[src/rtl/tccw_pkg.sv]
`timescale 1ns / 1ps

package tccw_pkg;

  localparam int unsigned OPCODE_W = 1;
  localparam int unsigned CHAR_W   = 8;
  localparam int unsigned ADDR_W   = 11;
  localparam int unsigned COL_W    = 7;
  localparam int unsigned ROW_W    = 5;
  localparam int unsigned ATTR_W   = 8;
  localparam int unsigned CELL_W   = CHAR_W + ATTR_W;

  localparam logic [OPCODE_W-1:0] OP_PUT  = 1'b0;
  localparam logic [OPCODE_W-1:0] OP_READ = 1'b1;

  localparam logic [CHAR_W-1:0] CHAR_NUL       = 8'h00;
  localparam logic [CHAR_W-1:0] CHAR_BACKSPACE = 8'h08;
  localparam logic [CHAR_W-1:0] CHAR_NEWLINE   = 8'h0A;
  localparam logic [CHAR_W-1:0] CHAR_RETURN    = 8'h0D;
  localparam logic [CHAR_W-1:0] CHAR_SPACE     = 8'h20;

  // Register indexes on the configuration port.
  localparam logic REG_BACKGROUND = 1'b0;
  localparam logic REG_FOREGROUND = 1'b1;

  typedef enum logic [2:0] {
    KIND_READ,
    KIND_NOP,
    KIND_NEWLINE,
    KIND_BACKSPACE,
    KIND_PRINT
  } item_kind_t;

  typedef struct packed {
    item_kind_t          kind;
    logic [CHAR_W-1:0]   character;
    logic [ADDR_W-1:0]   cell_address;
  } q_item_t;

endpackage

[src/rtl/tccw_if.sv]
`timescale 1ns / 1ps

interface tccw_in_if;
  logic                            valid;
  logic                            ready;
  logic [tccw_pkg::OPCODE_W-1:0]   opcode;
  logic [tccw_pkg::CHAR_W-1:0]     character;
  logic [tccw_pkg::ADDR_W-1:0]     cell_address;

  modport source (output valid, output opcode, output character, output cell_address,
                  input ready);
  modport sink (input valid, input opcode, input character, input cell_address,
                output ready);
endinterface


[src/rtl/tccw_front.sv]
`timescale 1ns / 1ps

module tccw_front (
  input  logic              clk,
  input  logic              rst_n,
  tccw_in_if.sink           in_ch,
  input  logic              hold_off,
  output logic              q_valid,
  output tccw_pkg::q_item_t q_item,
  input  logic              q_pop
);

  tccw_pkg::q_item_t q_r [2];
  logic              wr_ptr_r, wr_ptr_nxt;
  logic              rd_ptr_r, rd_ptr_nxt;
  logic [1:0]        cnt_r, cnt_nxt;
  logic              push;
  tccw_pkg::q_item_t new_item;

  assign in_ch.ready = (cnt_r != 2'd2) && !hold_off;
  assign push        = in_ch.valid && in_ch.ready;
  assign q_valid     = (cnt_r != 2'd0);
  assign q_item      = q_r[rd_ptr_r];

  always_comb begin
    new_item.character    = in_ch.character;
    new_item.cell_address = in_ch.cell_address;
    if (in_ch.opcode == tccw_pkg::OP_READ) begin
      new_item.kind = tccw_pkg::KIND_READ;
    end else begin
      case (in_ch.character)
        tccw_pkg::CHAR_NUL:       new_item.kind = tccw_pkg::KIND_NOP;
        tccw_pkg::CHAR_NEWLINE,
        tccw_pkg::CHAR_RETURN:    new_item.kind = tccw_pkg::KIND_NEWLINE;
        tccw_pkg::CHAR_BACKSPACE: new_item.kind = tccw_pkg::KIND_BACKSPACE;
        default:                  new_item.kind = tccw_pkg::KIND_PRINT;
      endcase
    end
  end

  always_comb begin
    wr_ptr_nxt = wr_ptr_r;
    rd_ptr_nxt = rd_ptr_r;
    cnt_nxt    = cnt_r;
    if (push) begin
      wr_ptr_nxt = ~wr_ptr_r;
    end
    if (q_pop) begin
      rd_ptr_nxt = ~rd_ptr_r;
    end
    if (push && !q_pop) begin
      cnt_nxt = cnt_r + 2'd1;
    end else if (!push && q_pop) begin
      cnt_nxt = cnt_r - 2'd1;
    end
  end

  always_ff @(posedge clk) begin
    if (!rst_n) begin
      wr_ptr_r <= 1'b0;
      rd_ptr_r <= 1'b0;
      cnt_r    <= 2'd0;
    end else begin
      wr_ptr_r <= wr_ptr_nxt;
      rd_ptr_r <= rd_ptr_nxt;
      cnt_r    <= cnt_nxt;
    end
  end

  always_ff @(posedge clk) begin
    if (push) begin
      q_r[wr_ptr_r] <= new_item;
    end
  end

endmodule

[src/flat_wrapper.sv]
// flat-port wrapper written by rule: the top's interface ports become plain ports
module tccw_front_flat 
  (clk, rst_n, hold_off, q_valid, q_item, q_pop, in_ch_valid, in_ch_opcode, in_ch_character, in_ch_cell_address, in_ch_ready);
  tccw_in_if in_ch_i ();
  input  logic clk;
  input  logic rst_n;
  input  logic hold_off;
  output logic q_valid;
  output tccw_pkg::q_item_t q_item;
  input  logic q_pop;
  input wire logic [$bits(in_ch_i.valid)-1:0] in_ch_valid;
  input wire logic [$bits(in_ch_i.opcode)-1:0] in_ch_opcode;
  input wire logic [$bits(in_ch_i.character)-1:0] in_ch_character;
  input wire logic [$bits(in_ch_i.cell_address)-1:0] in_ch_cell_address;
  output wire logic [$bits(in_ch_i.ready)-1:0] in_ch_ready;
  assign in_ch_i.valid = in_ch_valid;
  assign in_ch_i.opcode = in_ch_opcode;
  assign in_ch_i.character = in_ch_character;
  assign in_ch_i.cell_address = in_ch_cell_address;
  assign in_ch_ready = in_ch_i.ready;
  tccw_front u_core (.clk(clk), .rst_n(rst_n), .in_ch(in_ch_i), .hold_off(hold_off), .q_valid(q_valid), .q_item(q_item), .q_pop(q_pop));
endmodule
[config.mk]
export PLATFORM = sky130hd
export DESIGN_NAME = tccw_front_flat
export DESIGN_NICKNAME = d
export VERILOG_FILES = /design/src/rtl/tccw_pkg.sv /design/src/rtl/tccw_if.sv /design/src/rtl/tccw_front.sv /design/src/flat_wrapper.sv
export SDC_FILE = /design/constraint.sdc
export NUM_CORES = 1
export LEC_CHECK = 0
export ABC_AREA = 1
export BUFFER_PORTS_ARGS = -buffer_cell sky130_fd_sc_hd__buf_2
export CAP_MARGIN = 20
export CORE_MARGIN = 1
export CORE_UTILIZATION = 36
export CTS_BUF_LIST = sky130_fd_sc_hd__clkbuf_8
export DETAILED_ROUTE_END_ITERATION = 8
export HOLD_SLACK_MARGIN = 0.06
export PLACE_DENSITY = 0.57
export SYNTH_ARGS = -nofsm -noshare
export SYNTH_HDL_FRONTEND = slang
export SYNTH_SLANG_ARGS = --single-unit
[constraint.sdc]
create_clock -name clk -period 2.7 [get_ports clk]
set_clock_uncertainty 0.05 [all_clocks]
set_input_delay 0.675 -clock clk [delete_from_list [all_inputs] [get_ports clk]]
set_output_delay 0.675 -clock clk [all_outputs]
set_load 0.005 [all_outputs]
==> out/summary.txt <==
Run status = completed
Minimum clock period after layout = 2.07 ns
Arrival time of data at the critical path endpoint = 1.35 ns
Post-CTS setup buffer count = 0
Cells after Synth = 126
Number of nets with antenna violations after detailed routing = 0
Leakage power summed over all cells = 0.000928 uW
Maximum resistive drop on vdd = 0.240 mV
Floorplan die area = 5630 um2
YS warnings = 0
TritonCTS clock tree = built
Routability-driven placement congestion ratio = 0.728
Share of final-layout standard cells stronger than drive strength 1 = 45.4%
Vias in the first global route = 1,064
Initial DRT Pass Iterations = 4
Width of the chip = 75.0 um
GR met3 Demand/Resource = 4.55%
Maximum level of the CTS H-tree = 2
Starting utilization of the core area = 37.6%
Fmax achieved = 482 MHz
Hold-critical path depth = 2
Vertical extent of the die = 75.0 um
Clock slew at reported path FFs = 0.09 ns
Category of the critical setup timing path = reg2out
Sink of the worst hold path = u_core.rd_ptr_r
N_diodes = 0
Sequential area share after synthesis = 74.1%
Max-cap violation count = 0
Grt peak-use layer = met2
I/O pin cnt = 49
Origin of the worst min-delay path = u_core.rd_ptr_r
Vias after detailed routing = 1,163
Synthesized Nets = 152
Multi-input logic area = 429 um2
Met2 layer usage reported by global route = 20.8%
Filler-free cell count of the finished design = 255
FF-to-FF Start = u_core.cnt_r[0]
Number of setup violations in the final report = 0
Vias per cell = 4.56
Total global-route track usage = 12.5%
Number of different library cells in the post-synthesis netlist = 14
Ratio of final minimum period to clock period = 76.8%
Data required time at the worst endpoint = 1.98 ns
Post-detailed-placement half-perimeter wirelength = 2.47 mm
Highest net fanout along the worst path = 13
Root Driver = clkbuf_8
Maximum buffer depth of the clock tree = 2
Path class of the lowest-slack min-delay path = reg2reg
Total of flip-flops plus latches after synthesis = 49
Slew Viols, Final = 0
Actual transition at the worst max-transition pin = 0.432 ns
Post-synthesis instance area = 1920 um2
Area growth from synthesis to final layout = 22.8%
CP Launch Type = register
Remaining global-route overflow = 0
Initial antenna violation count = 0
Global-route wire length before repair = 4.97 mm
R2R Setup Slk = 1.04 ns
Count of nets after finishing = 210
Nature of the critical path endpoint = primary output
Pwr dens = 621 nW/um2
Total of cells resized after clock tree synthesis = 0
Number of placed instances, taps included = 247
Area used by sequential logic in the layout = 1420 um2
Standard-cell row count = 26
Clock latency of the later-clocked register in the worst-skew pair = 0.29 ns
Count of endpoints failing hold in the final timing report = 0
CTS sink cnt = 49
Routed WL = 3.46 mm
Post-synthesis area per instance = 15.2 um2
End of the worst register-to-register path = u_core.q_r[1][2]
Filler Cell Count = 477
Pin count of the biggest net entering global routing = 17
Iteration-0 DRC Markers = 49
Unrepaired setup endpoints after global routing = no
Clock buffers created by TritonCTS = 5
Hold-fix buffers, CTS = 0
Total negative slack = 0 ns
Average detailed-routed wire length per instance = 13.6 um
Count of cells along the worst register-to-register path = 5
Final routed DRC violation total = 0
Core area = 5110 um2
M1 GR Usage = 14.9%
Count of input and output buffers = 48
Worst-case headroom to the max-slew limit = 71.2%
registers in the layout, summed over array words and instances, names as in the netlist, named ones only:
signal           count
u_core.wr_ptr_r      1
u_core.rd_ptr_r      1
u_core.q_r          44
u_core.cnt_r         2
cells in the final DEF, fill, tap and decap left out:
| cell | instances |
|---|---|
| a21oi_1 | 2 |
| nand2_1 | 13 |
| nand3_1 | 3 |
| o21bai_1 | 1 |
| o21ai_0 | 2 |
| edfxtp_1 | 44 |
| nor3_1 | 2 |
| buf_4 | 5 |
| nor2_1 | 13 |
| inv_1 | 13 |
| clkinvlp_4 | 3 |
| mux2_2 | 22 |
| buf_2 | 48 |
| nand4_1 | 2 |
| nor2_2 | 1 |
| ha_1 | 1 |
| clkbuf_8 | 5 |
| dfxtp_1 | 5 |
how the worst max path moves through the flow:
stage | endpoint | cells after the start
final | q_item[20] | 3
after global routing | q_item[19] | 3
after CTS | q_item[21] | 3
after detailed placement | u_core.q_r[1][15] | 5
after global placement | u_core.q_r[1][16] | 5
after floorplan | u_core.q_r[0][0] | 3
report_power, final:
part	switching [uW]	leakage, uW	internal, uW
Combinational	86.0	0.000445	79.5
Clock	242	0.0000364	182
Sequential	10.6	0.000447	862
Total	339	0.000928	1120
through the flow:
stage | worst slack [ns] | instance area (um2) | hold slack [ns] | total power, uW | utilization (%)
final | 0.626 | 2360 | 0.463 | 1460 | 46.1
after global routing | 0.546 | 2360 | 0.488 | 1530 | 46.1
after CTS | 0.594 | 2360 | 0.466 | 1480 | 46.1
after detailed placement | 0.689 | 2260 | 0.443 | 1060 | 44.3
after global placement | 0.751 | 2260 | 0.431 | 1050 | 44.3
after floorplan | 0.460 | 1920 | 0.413 | 979 | -
final cells by class:
type / instances / area share [%]
flip-flops and latches: 49 / 60.3
well taps: 70 / 3.72
clock inverters: 3 / 0.956
inverters: 13 / 2.07
multi-input cells: 62 / 18.2
repair buffers: 53 / 11.8
clock buffers: 5 / 2.92
synthesized netlist by cell type:
library cell  instances  share of area [%]
mux2_2               22                 13
nor2_1               14                2.7
buf_6                 2                1.2
a21oi_1               2               0.52
ha_1                  1               0.65
nor3_1                2               0.52
inv_1                13                2.5
edfxtp_1             44                 69
nand2_1              13                2.5
o21bai_1              1               0.39
dfxtp_1               5                5.2
nand3_1               3               0.78
nand4_1               2               0.65
o21ai_0               2               0.52
per-layer routing:
layer / share of wire, % / routed length, um / vias to the layer above
li1: - / - / 563
met1: 42 / 1450 / 560
met5: 0 / 0 / -
met2: 51 / 1750 / 36
met4: 1.3 / 44 / 0
met3: 6.1 / 210 / 4
worst max-delay path, stage by stage (launching register included):
cell and delay [ns]:
dfxtp_1 0.34, buf_4 0.22, mux2_2 0.36, buf_2 0.13
kinds of logic after synthesis:
group | synth area share (%)
flops | 74.1
simple gates | 7.24
mux | 12.9
buf+inv | 3.72
compound gates | 1.43
fa+ha+maj | 0.652
(Power assumes the default switching activity.)
